## src/rtl/core/tsq_pkg.sv

```systemverilog
`default_nettype none

package tsq_pkg;

  // Default sizing of the two stacks.
  localparam int DEPTH_DEF      = 32;
  localparam int DATA_WIDTH_DEF = 32;

  // Fixed port widths.
  localparam int VALUE_W  = 32;
  localparam int CAP_W    = 6;
  localparam int STATUS_W = 2;

  localparam logic [CAP_W-1:0] CAP_RESET = 6'd32;

  // Operation codes carried on the mode field.
  localparam logic MODE_PUSH = 1'b0;
  localparam logic MODE_POP  = 1'b1;

  typedef enum logic [STATUS_W-1:0] {
    STATUS_OK    = 2'd0,
    STATUS_FULL  = 2'd1,
    STATUS_EMPTY = 2'd2
  } status_t;

  typedef enum logic [2:0] {
    ST_IDLE,
    ST_XFER,
    ST_XFER_LAST,
    ST_POP_RD,
    ST_EMIT
  } state_t;

  // Conditions seen by the sequencer.
  typedef struct packed {
    logic in_valid;
    logic pop;
    logic full;
    logic in_empty;
    logic out_empty;
    logic rd_zero;
    logic out_free;
  } tsq_sts_t;

  // Strobes issued by the sequencer.
  typedef struct packed {
    logic idle;
    logic push_ok;
    logic push_full;
    logic pop_hit;
    logic pop_empty;
    logic xfer_start;
    logic xfer_step;
    logic xfer_last;
    logic pop_rd;
    logic emit;
  } tsq_ctl_t;

endpackage

`default_nettype wire

```

## src/rtl/core/tsq_ctrl.sv

```systemverilog
`default_nettype none

module tsq_ctrl import tsq_pkg::*; (
  input  wire logic     clk,
  input  wire logic     rst_n,
  input  wire tsq_sts_t sts,
  output tsq_ctl_t      ctl
);

  state_t state_r;
  state_t state_nxt;

  always_ff @(posedge clk) begin
    if (!rst_n) begin
      state_r <= ST_IDLE;
    end else begin
      state_r <= state_nxt;
    end
  end

  always_comb begin
    state_nxt = state_r;
    case (state_r)
      ST_IDLE: begin
        if (sts.in_valid) begin
          if (sts.pop && sts.out_empty && !sts.in_empty) begin
            state_nxt = ST_XFER;
          end else begin
            state_nxt = ST_EMIT;
          end
        end
      end
      ST_XFER: begin
        if (sts.rd_zero) begin
          state_nxt = ST_XFER_LAST;
        end
      end
      ST_XFER_LAST: state_nxt = ST_POP_RD;
      ST_POP_RD:    state_nxt = ST_EMIT;
      ST_EMIT: begin
        if (sts.out_free) begin
          state_nxt = ST_IDLE;
        end
      end
      default: state_nxt = ST_IDLE;
    endcase
  end

  always_comb begin
    ctl = '0;
    case (state_r)
      ST_IDLE: begin
        ctl.idle = 1'b1;
        if (sts.in_valid) begin
          if (!sts.pop) begin
            ctl.push_ok   = !sts.full;
            ctl.push_full = sts.full;
          end else if (!sts.out_empty) begin
            ctl.pop_hit = 1'b1;
          end else if (sts.in_empty) begin
            ctl.pop_empty = 1'b1;
          end else begin
            ctl.xfer_start = 1'b1;
          end
        end
      end
      ST_XFER:      ctl.xfer_step = 1'b1;
      ST_XFER_LAST: ctl.xfer_last = 1'b1;
      ST_POP_RD:    ctl.pop_rd    = 1'b1;
      ST_EMIT:      ctl.emit      = sts.out_free;
      default:      ctl = '0;
    endcase
  end

endmodule

`default_nettype wire

```

## src/rtl/core/two_stack_fifo_queue.sv

```systemverilog
`default_nettype none

// First-in first-out queue built from an input stack and an output stack.
// Each transaction on the in_ channel is a push (in_mode low, in_value
// stored) or a pop (in_mode high). Every transaction gives exactly one
// result on the out_ channel: out_status (ok, full or empty) and
// out_value_out, the popped word on a successful pop and zero otherwise.
// cfg_capacity sets how many entries the input stack may hold; it is
// always ready and should be written only while the queue is idle.
// A push, or a pop that finds the output stack non-empty, goes through
// the result registers to the output register; in_stall stays high until
// the result is emitted. A pop that finds the output stack empty first
// copies all n input-stack entries, one per cycle through the memory read
// port, and then pops the oldest. Each word is copied once.
// Reset empties both stacks and sets the capacity to 32; the stack memories
// themselves are not cleared. The output register holds a result until it
// is taken: while out_stall is high one further transaction is accepted and
// its result waits inside until the output register frees.
module two_stack_fifo_queue import tsq_pkg::*; #(
  parameter int DEPTH      = DEPTH_DEF,
  parameter int DATA_WIDTH = DATA_WIDTH_DEF
) (
  input  wire logic                       clk,
  input  wire logic                       rst_n,
  input  wire logic                       in_valid,
  output logic                            in_stall,
  input  wire logic                       in_mode,
  input  wire logic signed [VALUE_W-1:0]  in_value,
  output logic                            out_valid,
  input  wire logic                       out_stall,
  output logic             [STATUS_W-1:0] out_status,
  output logic signed      [VALUE_W-1:0]  out_value_out,
  input  wire logic                       cfg_valid,
  output logic                            cfg_ready,
  input  wire logic        [CAP_W-1:0]    cfg_capacity
);

  localparam int AW    = $clog2(DEPTH);
  localparam int CNT_W = $clog2(DEPTH + 1);
  localparam int CMP_W = (CNT_W > CAP_W) ? CNT_W : CAP_W;

  tsq_sts_t sts;
  tsq_ctl_t ctl;

  logic [CAP_W-1:0]      cap_r;
  logic [CNT_W-1:0]      in_count_r;
  logic [CNT_W-1:0]      in_count_nxt;
  logic [CNT_W-1:0]      out_count_r;
  logic [CNT_W-1:0]      out_count_nxt;
  logic [AW-1:0]         rd_addr_r;
  logic [AW-1:0]         rd_addr_nxt;
  logic [AW-1:0]         wr_addr_r;
  logic [AW-1:0]         wr_addr_nxt;
  logic                  wr_pend_r;
  logic                  wr_pend_nxt;
  status_t               res_status_r;
  status_t               res_status_nxt;
  logic                  res_mem_r;
  logic                  res_mem_nxt;
  logic                  out_valid_r;
  logic                  out_valid_nxt;
  status_t               out_status_r;
  logic [VALUE_W-1:0]    out_value_r;
  logic [VALUE_W-1:0]    out_value_nxt;

  logic [DATA_WIDTH-1:0] in_stack_mem  [DEPTH];
  logic [DATA_WIDTH-1:0] out_stack_mem [DEPTH];
  logic [DATA_WIDTH-1:0] in_rdata_r;
  logic [DATA_WIDTH-1:0] out_rdata_r;
  logic [63:0]           push_wide;
  logic [63:0]           pop_wide;
  logic                  in_we;
  logic                  out_we;
  logic                  out_re;
  logic [AW-1:0]         out_raddr;
  logic                  full;

  // The stack saturates at DEPTH entries whatever the capacity says.
  assign full = (CMP_W'(in_count_r) >= CMP_W'(cap_r)) ||
                (in_count_r == CNT_W'(DEPTH));

  assign sts.in_valid  = in_valid;
  assign sts.pop       = (in_mode == MODE_POP);
  assign sts.full      = full;
  assign sts.in_empty  = (in_count_r == '0);
  assign sts.out_empty = (out_count_r == '0);
  assign sts.rd_zero   = (rd_addr_r == '0);
  assign sts.out_free  = !out_valid_r || !out_stall;

  tsq_ctrl u_ctrl (
    .clk   (clk),
    .rst_n (rst_n),
    .sts   (sts),
    .ctl   (ctl)
  );

  assign in_stall  = !ctl.idle;
  assign cfg_ready = 1'b1;

  always_ff @(posedge clk) begin
    if (!rst_n) begin
      cap_r <= CAP_RESET;
    end else if (cfg_valid && cfg_ready) begin
      cap_r <= cfg_capacity;
    end
  end

  // Stack memories: one write and one registered read each.
  assign push_wide = 64'($unsigned(in_value));
  assign in_we     = ctl.push_ok;
  assign out_we    = ctl.xfer_last || (ctl.xfer_step && wr_pend_r);
  assign out_re    = ctl.pop_hit || ctl.pop_rd;
  assign out_raddr = ctl.pop_rd ? wr_addr_r : AW'(out_count_r - CNT_W'(1));

  always_ff @(posedge clk) begin
    if (in_we) begin
      in_stack_mem[AW'(in_count_r)] <= push_wide[DATA_WIDTH-1:0];
    end
    in_rdata_r <= in_stack_mem[rd_addr_r];
  end

  always_ff @(posedge clk) begin
    if (out_we) begin
      out_stack_mem[wr_addr_r] <= in_rdata_r;
    end
    if (out_re) begin
      out_rdata_r <= out_stack_mem[out_raddr];
    end
  end

  always_comb begin
    in_count_nxt   = in_count_r;
    out_count_nxt  = out_count_r;
    rd_addr_nxt    = rd_addr_r;
    wr_addr_nxt    = wr_addr_r;
    wr_pend_nxt    = wr_pend_r;
    res_status_nxt = res_status_r;
    res_mem_nxt    = res_mem_r;

    if (ctl.push_ok) begin
      in_count_nxt   = in_count_r + CNT_W'(1);
      res_status_nxt = STATUS_OK;
      res_mem_nxt    = 1'b0;
    end
    if (ctl.push_full) begin
      res_status_nxt = STATUS_FULL;
      res_mem_nxt    = 1'b0;
    end
    if (ctl.pop_empty) begin
      res_status_nxt = STATUS_EMPTY;
      res_mem_nxt    = 1'b0;
    end
    if (ctl.pop_hit) begin
      out_count_nxt  = out_count_r - CNT_W'(1);
      res_status_nxt = STATUS_OK;
      res_mem_nxt    = 1'b1;
    end
    // The copy reads the input stack from the top down and writes the
    // output stack from the bottom up, each word in the cycle after its read.
    if (ctl.xfer_start) begin
      rd_addr_nxt  = AW'(in_count_r - CNT_W'(1));
      wr_addr_nxt  = '0;
      wr_pend_nxt  = 1'b0;
      in_count_nxt = '0;
    end
    if (ctl.xfer_step) begin
      wr_pend_nxt = 1'b1;
      if (!sts.rd_zero) begin
        rd_addr_nxt = rd_addr_r - AW'(1);
      end
      if (wr_pend_r) begin
        wr_addr_nxt = wr_addr_r + AW'(1);
      end
    end
    // The last word written is the oldest; it is popped straight away.
    if (ctl.pop_rd) begin
      out_count_nxt  = CNT_W'(wr_addr_r);
      res_status_nxt = STATUS_OK;
      res_mem_nxt    = 1'b1;
    end
  end

  assign pop_wide = 64'(out_rdata_r);

  always_comb begin
    out_valid_nxt = out_valid_r;
    out_value_nxt = out_value_r;
    if (ctl.emit) begin
      out_valid_nxt = 1'b1;
      out_value_nxt = res_mem_r ? pop_wide[VALUE_W-1:0] : '0;
    end else if (!out_stall) begin
      out_valid_nxt = 1'b0;
    end
  end

  always_ff @(posedge clk) begin
    if (!rst_n) begin
      in_count_r  <= '0;
      out_count_r <= '0;
      wr_pend_r   <= 1'b0;
      out_valid_r <= 1'b0;
    end else begin
      in_count_r  <= in_count_nxt;
      out_count_r <= out_count_nxt;
      wr_pend_r   <= wr_pend_nxt;
      out_valid_r <= out_valid_nxt;
    end
  end

  always_ff @(posedge clk) begin
    rd_addr_r    <= rd_addr_nxt;
    wr_addr_r    <= wr_addr_nxt;
    res_status_r <= res_status_nxt;
    res_mem_r    <= res_mem_nxt;
    out_value_r  <= out_value_nxt;
    if (ctl.emit) begin
      out_status_r <= res_status_r;
    end
  end

  assign out_valid     = out_valid_r;
  assign out_status    = out_status_r;
  assign out_value_out = out_value_r;

  // A rejected push leaves the input stack untouched.
  assert property (@(posedge clk) disable iff (!rst_n)
    ctl.push_full |=> $stable(in_count_r))
    else $error("input stack count changed on a full push");

  // While the copy runs, both counts are zero.
  assert property (@(posedge clk) disable iff (!rst_n)
    ctl.xfer_step |-> (in_count_r == '0) && (out_count_r == '0))
    else $error("stack count not zero during copy");

  // A pop served from the output stack takes exactly one entry.
  assert property (@(posedge clk) disable iff (!rst_n)
    ctl.pop_hit |=> out_count_r == $past(out_count_r) - CNT_W'(1))
    else $error("output stack count not decremented on pop");

  // Empty is only reported when both stacks really are empty.
  assert property (@(posedge clk) disable iff (!rst_n)
    ctl.emit && (res_status_r == STATUS_EMPTY) |->
      (in_count_r == '0) && (out_count_r == '0))
    else $error("empty reported with entries held");

endmodule

`default_nettype wire

```

## config.mk

```make
export PLATFORM = sky130hd
export DESIGN_NAME = two_stack_fifo_queue
export DESIGN_NICKNAME = d
export VERILOG_FILES = /design/src/rtl/core/tsq_pkg.sv /design/src/rtl/core/tsq_ctrl.sv /design/src/rtl/core/two_stack_fifo_queue.sv
export SDC_FILE = /design/constraint.sdc
export NUM_CORES = 2
export LEC_CHECK = 0
export ABC_AREA = 1
export BUFFER_PORTS_ARGS = -buffer_cell sky130_fd_sc_hd__clkbuf_2
export CORE_MARGIN = 2
export CORE_UTILIZATION = 60
export DETAILED_ROUTE_END_ITERATION = 16
export HOLD_SLACK_MARGIN = 0.02
export PLACE_DENSITY_LB_ADDON = 0.2
export SLEW_MARGIN = 30
export SYNTH_ARGS = -nofsm -noshare
export SYNTH_HDL_FRONTEND = slang
export SYNTH_SLANG_ARGS = --single-unit
```

## constraint.sdc

```tcl
create_clock -name clk -period 12.91 [get_ports clk]
set_input_delay 1.291 -clock clk [delete_from_list [all_inputs] [get_ports clk]]
set_output_delay 1.291 -clock clk [all_outputs]
set_load 0.005 [all_outputs]
```

==> qor.txt <==
DR WL/cell: 23.5 um
Total number of vias: 59900
Number of detailed-route iterations in the first pass: 7
Dominant cell type by area after synthesis: edfxtp_1
CP dominant cell by count: nand2_1
Worst Setup SP: u_ctrl.state_r[2]
Post-Synthesis Cells: 7922
Detail Placement HPWL: 121000 um
Longest Clk Path Bufs: 3
Status: finished clean
DP Area: 0.0926 sq mm
Clk slew on worst S/H paths: 0.06 ns
Final Hold Viols: 0
VDD IR-drop max: 0.315 mV
Worst R2R End: out_rdata_r[5]
CP max FO: 78
Core Region: 0.149 sq mm
Total negative setup slack: 0 ns
GP Congestion: 0.847
Final Max Slew Viols: 0
Die area: 0.153 sq mm
Crit path to: out_rdata_r[5]
Initial Util: 0.602
Post-CTS setup buffers: 0
Netlist cell types: 31
Antenna Nets Post-Route: 0
Fin area: 0.0999 sq mm
Iter 0 DRT Violations: 7429
Final Cycle Share: 0.391
# setup viols final: 0
Clk_lat worst skew: 0.86 ns
HP Start: out_count_r[5]
Worst EP arrival: 5.64 ns
DRC: 0
Most used flip-flop cell after synthesis: edfxtp_1
Clock tree from TritonCTS: yes
FF+latch count, synth: 2182
Worst Path Required: 13.51 ns
Row cnt: 142
CTS buffer count: 214
Die Ht: 391 um
First-pass GRT wire length: 354000 um
I/O Pins: 81
Rel. slew slack: 0.332
CP max-delay cell: buf_4
Post-synth EDFFs: 2114
Worst Max-Slew Pin Slew: 1.00 ns
Vias in the first global route: 57500
Launch point of the worst reg-to-reg path: u_ctrl.state_r[2]
Total GRT Usage: 0.309
Core Util, Final: 0.669
Layout cells sized above 1: 0.0775
Leakage: 37.8 nW
H-tree depth: 4
Fmax: 198 MHz
Power Total: 0.0234 W
Register area share after synthesis: 0.720
Setup crit start kind: register
Count leader, synth: edfxtp_1
Syn_nets: 7983
Post-CTS Resized: 0
P per Cell Area: 234 mW/mm^2
Final #Nets: 7936
RSZ-0062 raised after global routing: false
Antenna violations before repair: 14
Minimum clock period: 5.04 ns
Synth warn: 0
Share of the synthesized area in the top cell type: 0.705
WL final: 237000 um
Largest stage delay, worst path: 0.83 ns
Via/cell ratio: 5.93
Post-Route Hold Slack: 0.472 ns
Crit-path cells: inv_1, nand3_1, nand2_1, nand2_4, buf_4, buf_4, buf_12, buf_4, nand2_1, nand3_1, nand3_1, nand3_1, nand2_1, nand2_1, nand2_1
Synth async-reset ratio: 0
Synthesized area: 0.0900 sq mm
Worst R2R Setup Slack: 7.87 ns
Root Driver: clkbuf_16
Hold WC Path Type: reg -> reg
Synth-to-layout area growth: 11.0%
Syn_area_per_cell: 11.4 sq um
Top cells by instance count after synthesis: 2114 x edfxtp_1, 1303 x nand2_1, 1060 x nand3_1, 1007 x inv_1, 810 x nor2_1
Die width: 391 um
Top post-synthesis cells by area: edfxtp_1 71%, nand3_1 5.9%, nand2_1 5.4%, inv_1 4.2%, o21ai_0 3.8%
Largest net degree at the start of global routing: 191
Critical path class: reg -> reg
Cts hold-fix bufs: 0
Max-cap violations: 0
I/O Buffers: 79
Critical Path Sink Type: register
CTS sink cnt: 2182
Clock Skew: 0.0516 ns
Total gr overflow: 0
Worst reg2reg path depth: 15
## routing by layer
layer / track usage / wire length, um / part of all wire / vias to the layer above
met5: 0 / 111 / 0.00047 / -
met4: 0.118 / 8830 / 0.037 / 18
met3: 0.0578 / 24400 / 0.10 / 555
met2: 0.505 / 113000 / 0.48 / 3360
met1: 0.414 / 90900 / 0.38 / 29000
li1: - / - / - / 27000
## state kept, by name, indices dropped and copies added, names as in the netlist
register / flops
u_ctrl.state_r: 3
rd_addr_r: 5
out_status: 2
out_stack_mem: 1024
out_valid: 1
out_value_out: 32
res_status_r: 2
res_mem_r: 1
in_rdata_r: 32
wr_pend_r: 1
cap_r: 6
in_stack_mem: 1024
out_rdata_r: 32
in_count_r: 6
wr_addr_r: 5
out_count_r: 6
## worst min-delay path by stage
stage / endpoint / slack (ns) / cells after the start
3_5_place_dp: out_count_r[5] / 0.45 / 1
4_1_cts: out_count_r[5] / 0.46 / 1
3_3_place_gp: out_count_r[5] / 0.45 / 1
5_1_grt: out_count_r[5] / 0.50 / 1
2_1_floorplan: out_status[0] / 0.41 / 0
6_report: out_count_r[5] / 0.47 / 1
## final cells by class
cell class	instances	area, sq um
antenna	7	17.5
clock buffer	270	5670
clock inverter	135	1550
fill	10600	49500
inverter	1013	3820
multi-input combinational	4258	19900
sequential	2182	64900
tap	2016	2520
timing repair buffer	206	1500
## power by group
part           switching, W  internal [W]  total (W)
Clock               0.00268       0.00368    0.00636
Combinational       0.00571       0.00209    0.00780
Sequential         0.000581       0.00861    0.00919
## critical path, delay by kind of cell, from the launching register on
| family | cells | cell delay [ns] |
|---|---|---|
| buffers and inverters | 5 | 2.36 |
| DFF | 1 | 0.35 |
| and+or+nand+nor | 10 | 1.93 |
## cells in the final DEF (no fill, tap or decap), types with 28 or more instances in the layout
master	instances
clkbuf_16	214
buf_4	115
nor2_4	61
nand3b_1	97
clkinv_2	37
nand3_1	1060
inv_1	1005
o211ai_1	41
clkinv_1	53
nand2_1	1298
o22ai_1	155
edfxtp_1	2114
a21oi_1	66
clkbuf_2	79
bufinv_16	28
dfxtp_1	38
nor2_1	749
o21ai_0	675
clkbuf_1	46
## stage by stage
| stage | setup WS, ns | cells |
|---|---|---|
| after floorplan | 8.05 | 7922 |
| after global placement | 7.83 | 9670 |
| after detailed placement | 7.73 | 9671 |
| after CTS | 7.76 | 10100 |
| after global routing | 7.58 | 10100 |
| final | 7.87 | 10100 |
## cell families after synthesis
| logic type | Yosys count | synth area share |
|---|---|---|
| flip-flops | 2182 | 0.720 |
| AO/OA/AOI/OAI | 950 | 0.0564 |
| adder cells (fa/ha/maj) | 17 | 0.00236 |
| other | 1 | 0.0000417 |
| buffers and inverters | 1482 | 0.0642 |
| XOR/XNOR | 7 | 0.000681 |
| AND/OR/NAND/NOR | 3283 | 0.156 |
Power figures use the tool's default switching activity.
